[config.mk]
export PLATFORM = sky130hd
export DESIGN_NAME = hfc_ram
export DESIGN_NICKNAME = d
export VERILOG_FILES = /design/src/rtl/core/assert_macros.svh /design/src/rtl/core/hfc_ram.sv
export SDC_FILE = /design/constraint.sdc
export NUM_CORES = 1
export LEC_CHECK = 0
export ABC_AREA = 0
export BUFFER_PORTS_ARGS = -buffer_cell sky130_fd_sc_hd__buf_2
export CORE_MARGIN = 2
export CORE_UTILIZATION = 35
export DETAILED_ROUTE_END_ITERATION = 10
export GPL_TIMING_DRIVEN = 0
export PLACE_DENSITY = 0.49
export SLEW_MARGIN = 20
export SYNTH_ARGS = -nofsm -noshare
export SYNTH_HDL_FRONTEND = slang
export SYNTH_SLANG_ARGS = --single-unit
[constraint.sdc]
create_clock -name clk -period 2.7 [get_ports clk]
set_input_delay 0.54 -clock clk [delete_from_list [all_inputs] [get_ports clk]]
set_output_delay 0.54 -clock clk [all_outputs]
set_load 0.02 [all_outputs]
[src/rtl/core/assert_macros.svh]
// Assertion helpers; empty when SYNTHESIS is defined.
// Both macros expect clk and rst_n in scope.
`ifndef ASSERT_MACROS_SVH
`define ASSERT_MACROS_SVH
`ifndef SYNTHESIS
`define HFC_ASSERT(lbl, pre, post, msg) \
    lbl: assert property (@(posedge clk) disable iff (!rst_n) (pre) |-> (post)) else $error(msg);
`define HFC_ASSERT_NEXT(lbl, pre, post, msg) \
    lbl: assert property (@(posedge clk) disable iff (!rst_n) (pre) |=> (post)) else $error(msg);
`else
`define HFC_ASSERT(lbl, pre, post, msg)
`define HFC_ASSERT_NEXT(lbl, pre, post, msg)
`endif
`endif

[src/rtl/core/hfc_ram.sv]
module hfc_ram #(
    parameter int WIDTH = 8,
    parameter int DEPTH = 16,
    parameter int ABITS = (DEPTH > 1) ? $clog2(DEPTH) : 1
) (
    input  logic             clk,
    input  logic             we,
    input  logic [ABITS-1:0] waddr,
    input  logic [WIDTH-1:0] wdata,
    input  logic [ABITS-1:0] raddr,
    output logic [WIDTH-1:0] rdata
);

    logic [WIDTH-1:0] mem [DEPTH];

    always_ff @(posedge clk)
    begin
        if (we)
        begin
            mem[waddr] <= wdata;
        end
        rdata <= mem[raddr];
    end

endmodule

* Yosys cells after proc, flatten, opt, wreduce, memory -nomap -nowiden
Memory sizes are Yosys's and may differ from the RTL's. A register that Yosys moved wholly into a read port is not among the register bits. Index checks and enable logic that the tools add are counted.
Operators by class: $add $sub $neg 0, multiply operators 0, divide/modulo/power cells 0, order comparisons 0, equal/unequal tests 0, shifts and indexed selects 0, muxes and demuxes 2, bitwise operators 0, reductions and logical operators 0
Operator list (count):
- two-way mux 1 bit | 2
Storage, ports and cells: register bits 0, bits in latches 0, memory bits (writable) 128, bits in read-only memories 0, bits of input ports 18, output and inout bits 8, logic and storage cells 3, memories kept 1
Memory list:
- mem | depth 16, bits a word 8, rd ports 1, clocked after memory_dff 1, wr ports 1, RTL line hfc_ram.sv:14 | logic [WIDTH-1:0] mem [DEPTH];

* Longest topological paths before layout
Gate-level depths: netlist of the first run.
depth after elaboration 2, mapped depth 5, gate-level depth less buffers 3

* Least setup slack after synthesis of the first run
OpenSTA, ideal clock, no wires.
path type input to register, start point input port waddr[2], end point memory mem[0][0], enable pin, library setup time 383 ps, data arrival time 1650 ps, data required time 2317 ps, slack 667 ps, cell stages on the path 2, buffers on the path 0, cell sequence or3b_2 > nor3_1
RTL lines:
- start, declared | RTL line hfc_ram.sv:8 | input logic [ABITS-1:0] waddr,
- end, declared | RTL line hfc_ram.sv:14
No word-level cell before the write port.

* Final worst setup path of the first run
start point input port waddr[2], end point memory mem[1][6], enable pin
No word-level cell before the write port.

==> impl_metrics.yaml, run 1 <==
cells_and_area:
  drive_gt1_share_pct: 28.1
  diodes: 0
  nets: 290
  area_growth_syn_to_layout_pct: 17.7
  fin_util_pct: 42.0
  final.fill_count: 1268
  final_cell_count_no_fill: 469
clock_tree:
  post_cts_buffers: 0
  tritoncts: "built"
  clk_pin_slew_ns: 0.05
  htree_num_levels: 4
  post_cts_resized: 0
  postCtsHoldBufs: 0
  numCtsBuffers: 17
  cts.sinks: 136
  clock-root-buffer: "clkbuf_16"
  clk_latency_ns: 0.42
  cts.path.max_buffers: 2
timing:
  report.final.slew_viol_count: 0
  period_minus_slack_ns: 1.83
  finalHoldViolCount: 0
  clock.fmax_mhz: 547
  slew_headroom_pct: 42.2
  period_share_pct: 67.8
  setup_viol: 0
  worstMarginPinSlew_ns: 0.863
  skew_ns: 0.0129
  finalSetupTns_ns: 0
  rsz0062_at_grt: "false"
routing:
  drtIter0Drc: 160
  finalWirelength_microns: 10600
  remaining_drc_errors: 0
  dr.pass1.iters: 4
  via_count: 2326
  ant_nets: 0
  drt-wirelength-per-cell_microns: 22.6
  viasPerCell: 4.96
global_route:
  grt_antenna_before_repair: 1
  grt_max_degree: 17
  grt_pass1_vias: 2432
  grt_overflow: 0
  grt_pass1_wl_microns: 15400
  grt_use_total_pct: 14.3
synthesis:
  ys_seq_area_share_pct: 77.8
  synth_area_sq_mm: 0.00515
  ys_seq_elements: 136
  synth_cells: 229
  synth_cell_types: 19
  yosysTopAreaCellShare_pct: 74.7
  ys_warn_count: 0
  synth_nets: 247
  synth_top_cell_by_area: "edfxtp_1"
  synthTopCellsByArea: "edfxtp_1, mux4_2, mux4_1"
  avgSynthCellArea_sq_um: 22.5
setup_path:
  reg2reg_from: "mem[1][2]"
  r2r_end: "rdata[2]"
  worst-setup-path-type: "input port to flip-flop"
  required_ns: 2.74
  start_kind: "input port"
  r2r.worst_path.cells: 3
  endpoint_kind: "flip-flop"
  cp.arrival_ns: 1.87
  cp_max_fo: 8
  ff2ff_setup_slack_ns: 1.23
pwr:
  power_density_mw_per_mm2: 780
  leakagePower_nw: 2.01
  vdd_drop_max_mv: 0.426
placed_design:
  portBuffers: 24
  place_inst: 437
  dp_hpwl_microns: 6790
  place.gp.congestion: 0.748
floorplanning:
  ioPinCount: 26
  die_h_microns: 125
  die_w_microns: 125
  core_area_sq_mm: 0.0144
  initial_utilization_pct: 35.7
  die_area_sq_mm: 0.0157
  num_rows: 44
hold_path:
  min_to: "mem[13][5]"
  worstHoldPathCells: 1
  hp-start: "wdata[5]"
  hp-class: "input port to flip-flop"
flow_run:
  cap_violations: 0
outcome:
  outcome: "finished, final reports clean"
## per-stage QoR
step | instance area [sq um] | power [mW] | hold slack [ns] | setup WS [ns]
CTS | 6060 | 4.79 | 0.514 | 0.839
finish | 6060 | 4.72 | 0.541 | 0.871
detailed placement | 5520 | 2.67 | 0.679 | 0.428
floorplan | 5150 | 2.55 | 0.629 | 0.667
global route | 6060 | 4.88 | 0.538 | 0.815
global placement | 5500 | 2.66 | 0.669 | 0.00642
## registers in the layout, indices dropped and copies added (netlist names)
| name | flops |
|---|---|
| mem | 128 |
| rdata | 8 |
## cell usage in the layout (no fill, tap or decap)
| cell type | count |
|---|---|
| a22oi_1 | 16 |
| and2_1 | 1 |
| and2b_1 | 1 |
| buf_2 | 27 |
| buf_4 | 1 |
| buf_6 | 3 |
| bufinv_16 | 1 |
| clkbuf_1 | 9 |
| clkbuf_16 | 17 |
| clkbuf_8 | 3 |
| clkdlybuf4s25_2 | 3 |
| clkinv_2 | 2 |
| dfxtp_1 | 8 |
| edfxtp_1 | 128 |
| mux4_1 | 14 |
| mux4_2 | 18 |
| nand2_1 | 9 |
| nand2b_1 | 2 |
| nand3_1 | 1 |
| nand3b_1 | 2 |
| nor2_1 | 13 |
| nor2b_1 | 1 |
| nor3_2 | 4 |
| or3b_2 | 1 |
## how the worst max path moves through the flow
stage,from,end,slack (ns),depth (start not counted)
floorplan,waddr[2],mem[0][0],0.67,2
global placement,waddr[2],mem[0][2],0.006,3
detailed placement,waddr[2],mem[1][0],0.43,3
CTS,waddr[2],mem[3][5],0.84,3
global route,waddr[2],mem[1][6],0.82,3
finish,waddr[2],mem[1][6],0.87,3
## cell usage after synthesis, drive strengths merged
master / instances
a22oi: 16
and2: 1
and2b: 1
buf: 7
clkdlybuf4s25: 3
dfxtp: 8
edfxtp: 128
mux4: 32
nand2: 9
nand2b: 2
nand3: 1
nand3b: 2
nor2: 13
nor2b: 1
nor3: 4
or3b: 1
## power breakdown
group | total (mW) | switching, mW | internal, mW
clock | 2.11 | 0.769 | 1.34
sequential | 2.37 | 0.0107 | 2.36
combinational | 0.245 | 0.151 | 0.0940
## layout make-up
cell class	count	area [sq um]	area share [%]
flip-flops and latches	136	4000	66.1
repair buffers	24	120	1.98
plain buffers	10	86.3	1.43
multi-input cells	83	1080	17.8
clock inverters	3	40.0	0.661
well taps	184	230	3.80
clock buffers	29	500	8.26
## kinds of logic after synthesis
logic type,synth area share [%]
DFF,77.8
AOI/OAI and AO/OA,2.33
and+or+nand+nor,3.18
buffers and inverters,1.68
muxes,15.0
## routing by layer
layer  global-route usage, %  part of all wire [%]  up-vias
li1                        -                     -     1056
met1                    19.1                    43     1206
met2                    22.0                    51       58
met3                    4.75                   6.3        4
met4                    5.29                  0.23        2
met5                       0                 0.066        -
## critical path, cell delays in order
cell,delay (ns)
buf_2,0.13
or3b_2,0.51
nor2_1,0.68
No activity file was read; power rests on OpenSTA's default activity.
==> run 2, diff against run 1 <==
- clock period: 2.7 -> 1.8 ns (I/O delays scaled with it)
==> impl_metrics.yaml, run 2 (synthesis results as in run 1) <==
pwr:
  leakagePower_nw: 2.01
  p_seq_share_pct: 49.5
  p_sw_mw: 1.50
  p_clk_share_pct: 45.4
  p_int_mw: 5.70
  p_comb_share_pct: 5.1
  switching_share_pct: 20.8
  power_density_mw_per_mm2: 1180
  vdd_drop_max_mv: 0.610
setup_path:
  required_ns: 1.84
  reg2reg_from: "mem[1][2]"
  start_kind: "input port"
  endpoint_kind: "flip-flop"
  r2r_end: "rdata[2]"
  worst-setup-path-type: "input port to flip-flop"
  r2r.worst_path.cells: 3
  cp.arrival_ns: 1.65
  ff2ff_setup_slack_ns: 0.30
  endpoint: "mem[2][6]"
  cp_max_fo: 8
  crit_start: "waddr[2]"
cells_and_area:
  largest_reg_flops: 128
  diodes: 0
  final_common_cell: "edfxtp_1"
  regMostFlops: "mem"
  nets: 290
  top_regs: "mem (128), rdata (8)"
  area_growth_syn_to_layout_pct: 18.1
  drive_gt1_share_pct: 29.8
  fin_util_pct: 42.2
  final_cell_mix: "edfxtp_1, buf_2, mux4_2"
  final_cell_count_no_fill: 469
global_route:
  grt_overflow: 0
  grt_pass1_vias: 2514
  grt_use_total_pct: 14.2
  grt_pass1_wl_microns: 15600
  grt_antenna_before_repair: 0
  grt_max_degree: 17
flow_run:
  cap_violations: 0
timing:
  worstMarginPinSlew_ns: 0.877
  report.final.slew_viol_count: 0
  setup_viol: 0
  slew_headroom_pct: 41.3
  clock.fmax_mhz: 620
  setup_slack_ns: 0.187
  finalHoldViolCount: 0
  period_share_pct: 89.6
  skew_ns: 0.00526
  period_minus_slack_ns: 1.61
  rsz0062_at_grt: "false"
floorplanning:
  die_h_microns: 125
  die_area_sq_mm: 0.0157
  initial_utilization_pct: 35.7
  num_rows: 44
  ioPinCount: 26
  die_w_microns: 125
  core_area_sq_mm: 0.0144
clock_tree:
  postCtsHoldBufs: 0
  post_cts_buffers: 0
  post_cts_resized: 0
  clk_pin_slew_ns: 0.06
  numCtsBuffers: 17
  cts.path.max_buffers: 2
  htree_num_levels: 4
  clk_latency_ns: 0.41
  clock-root-buffer: "clkbuf_16"
  cts.sinks: 136
  tritoncts: "built"
outcome:
  outcome: "finished, final reports clean"
routing:
  via_count: 2382
  viasPerCell: 5.08
  remaining_drc_errors: 0
  drt-wirelength-per-cell_microns: 22.7
  dr.pass1.iters: 4
  drtIter0Drc: 237
  ant_nets: 0
  finalWirelength_microns: 10600
placed_design:
  place.gp.congestion: 0.755
  dp_hpwl_microns: 6820
  place_inst: 437
  portBuffers: 24
  pre_cts_ws_ns: -0.286
hold_path:
  hp-class: "input port to flip-flop"
[run 2: cell count changes in the layout (fill, tap and decap cells not counted), sizes merged]
| cell | change |
|---|---|
| bufinv | +1 |
| clkinv | +6 |
| clkinvlp | +4 |
| clkbuf | -11 |
[run 2: how the worst min path moves through the flow]
stage          startpoint          to  cells after the start
6_report         wdata[5]  mem[14][5]                      1
5_1_grt          wdata[5]  mem[14][5]                      1
4_1_cts          wdata[5]  mem[14][5]                      1
3_5_place_dp   mem[12][2]    rdata[2]                      3
3_3_place_gp   mem[14][2]    rdata[2]                      3
2_1_floorplan    wdata[0]   mem[0][0]                      0
[run 2: worst max-delay path, cell delays in order]
cell	delay, ns
buf_2	0.13
or3b_2	0.52
nor2_1	0.64
[run 2: power by group through the flow]
stage | Combinational, mW | Clock [mW] | Sequential (mW)
after CTS | 0.377 | 3.32 | 3.56
after global placement | 0.369 | 0 | 3.62
after detailed placement | 0.377 | 0 | 3.63
after floorplan | 0.180 | 0 | 3.65
final | 0.369 | 3.27 | 3.56
after global routing | 0.398 | 3.44 | 3.57
[run 2: routing by layer]
layer  up-vias  track usage, %  share of wire (%)
li1       1057               -                  -
met1      1250            20.3                 49
met2        65            21.1                 45
met3        10            4.49                4.9
met4         0            4.12                1.1
met5         -               0                  0
[run 2: metrics by stage]
| step | hold slack, ns | setup TNS, ns | total power [mW] | cell area [sq um] |
|---|---|---|---|---|
| after floorplan | 0.459 | 0 | 3.83 | 5150 |
| after global placement | 0.661 | -19.93 | 3.99 | 5500 |
| after detailed placement | 0.686 | -10.79 | 4.00 | 5520 |
| after CTS | 0.356 | 0 | 7.25 | 6080 |
| after global routing | 0.360 | 0 | 7.40 | 6080 |
| final | 0.353 | 0 | 7.19 | 6080 |
[run 2: final cells by class]
type | count | area [sq um]
well taps | 184 | 230
flip-flops and latches | 136 | 4000
repair buffers | 24 | 120
clock inverters | 14 | 134
clock buffers | 18 | 429
fillers | 1291 | 8340
plain buffers | 10 | 86.3
multi-input cells | 83 | 1080
==> run 3, diff against run 2 <==
- CELL_PAD_IN_SITES_DETAIL_PLACEMENT: not set -> 1
- CELL_PAD_IN_SITES_GLOBAL_PLACEMENT: not set -> 1
- PLACE_DENSITY: 0.49 -> 0.54
==> impl_metrics.yaml, run 3 (synthesis results as in run 1) <==
routing:
  dr.pass1.iters: 4
  finalWirelength_microns: 10900
  remaining_drc_errors: 0
  drtIter0Drc: 186
  drt-wirelength-per-cell_microns: 23.2
  via_count: 2370
  ant_nets: 0
  viasPerCell: 5.03
timing:
  slew_headroom_pct: 32.7
  finalSetupTns_ns: 0
  report.final.slew_viol_count: 0
  worstMarginPinSlew_ns: 1.01
  skew_ns: 0.00675
  setup_viol: 0
  period_share_pct: 97.2
  period_minus_slack_ns: 1.75
  clock.fmax_mhz: 572
  finalHoldViolCount: 0
  rsz0062_at_grt: "false"
setup_path:
  start_kind: "input port"
  r2r_end: "rdata[0]"
  worst-setup-path-type: "input port to flip-flop"
  reg2reg_from: "mem[1][0]"
  required_ns: 1.83
  endpoint_kind: "flip-flop"
  cp.arrival_ns: 1.78
  ff2ff_setup_slack_ns: 0.38
  cp_max_fo: 8
  r2r.worst_path.cells: 3
  endpoint: "mem[0][7]"
  crit_start: "waddr[2]"
global_route:
  grt_antenna_before_repair: 0
  grt_max_degree: 17
  grt_use_total_pct: 15.1
  grt_overflow: 0
  grt_pass1_vias: 2642
  grt_pass1_wl_microns: 16800
clock_tree:
  htree_num_levels: 4
  cts.sinks: 136
  numCtsBuffers: 17
  clk_pin_slew_ns: 0.06
  cts.path.max_buffers: 2
  post_cts_buffers: 0
  tritoncts: "built"
  clock-root-buffer: "clkbuf_16"
  clk_latency_ns: 0.41
pwr:
  p_sw_mw: 1.44
  switching_share_pct: 20.4
  vdd_drop_max_mv: 0.654
  p_clk_share_pct: 44.2
  p_comb_share_pct: 5.1
  p_seq_share_pct: 50.7
  power_density_mw_per_mm2: 1160
  p_int_mw: 5.59
  leakagePower_nw: 2.01
placed_design:
  portBuffers: 24
  place.gp.congestion: 0.691
  dp_hpwl_microns: 6800
cells_and_area:
  diodes: 0
  nets: 292
  top_regs: "mem (128), rdata (8)"
  regMostFlops: "mem"
  drive_gt1_share_pct: 29.3
  final_cell_mix: "edfxtp_1, buf_2, mux4_2"
  fin_util_pct: 42.0
  largest_reg_flops: 128
  final_common_cell: "edfxtp_1"
  area_growth_syn_to_layout_pct: 17.8
floorplanning:
  num_rows: 44
  ioPinCount: 26
  initial_utilization_pct: 35.7
  die_area_sq_mm: 0.0157
  die_w_microns: 125
  core_area_sq_mm: 0.0144
  die_h_microns: 125
outcome:
  outcome: "finished, final reports clean"
hold_path:
  hp-class: "input port to flip-flop"
  worstHoldPathCells: 1
flow_run:
  cap_violations: 0
run 3: cell types whose count changed in the layout (fill, tap and decap cells not counted):
cell        delta
clkinv_2       -1
bufinv_16      -2
nor2_1         -1
clkinvlp_4     -3
clkbuf_8       +4
nor2_2         +1
clkbuf_1       +7
clkinv_4       -2
clkinv_1       -3
buf_4          +2
run 3: critical path: stages:
cell	delay [ns]
buf_2	0.11
or3b_2	0.53
nor3_2	0.77
run 3: how the worst min path moves through the flow:
stage	from	to	slack (ns)
2_1_floorplan	wdata[0]	mem[0][0]	0.46
3_3_place_gp	mem[11][3]	rdata[3]	0.67
3_5_place_dp	mem[11][3]	rdata[3]	0.67
4_1_cts	wdata[4]	mem[1][4]	0.32
5_1_grt	wdata[4]	mem[1][4]	0.33
6_report	wdata[4]	mem[0][4]	0.34
run 3: final cells by class:
cell class | count | area (sq um)
multi-input combinational | 83 | 1080
sequential | 136 | 4000
clock buffer | 29 | 510
tap | 184 | 230
fill | 1379 | 8360
clock inverter | 3 | 17.5
buffer | 10 | 86.3
timing repair buffer | 26 | 135
run 3: per-stage QoR:
| step | area (sq um) | hold slack (ns) | cells | power [mW] | setup slack (ns) |
|---|---|---|---|---|---|
| floorplan | 5150 | 0.459 | 229 | 3.83 | 0.174 |
| global placement | 5500 | 0.666 | 437 | 3.98 | -0.488 |
| detailed placement | 5530 | 0.671 | 439 | 3.99 | -0.462 |
| CTS | 6060 | 0.322 | 471 | 7.09 | 0.0595 |
| global route | 6060 | 0.330 | 471 | 7.25 | 0.0169 |
| finish | 6060 | 0.336 | 471 | 7.02 | 0.0510 |
run 3: power groups by stage:
stage               combinational (mW)  sequential [mW]  clock [mW]
floorplan                        0.180             3.65           0
global placement                 0.362             3.62           0
detailed placement               0.369             3.62           0
CTS                              0.371             3.56        3.16
global route                     0.394             3.57        3.29
finish                           0.361             3.56        3.10
run 3: routing by layer:
layer | track usage [%] | vias to the layer above | routed length, microns
li1 | - | 1062 | -
met1 | 19.9 | 1246 | 5110
met2 | 24.2 | 44 | 5340
met3 | 4.19 | 18 | 295
met4 | 5.62 | 0 | 185
met5 | 0 | - | 0
run 3: timing repair:
action | CTS | global route
hold buffers | 0 | 0
gates resized for setup | 1 | 0
setup endpoints to repair | 8 | 0
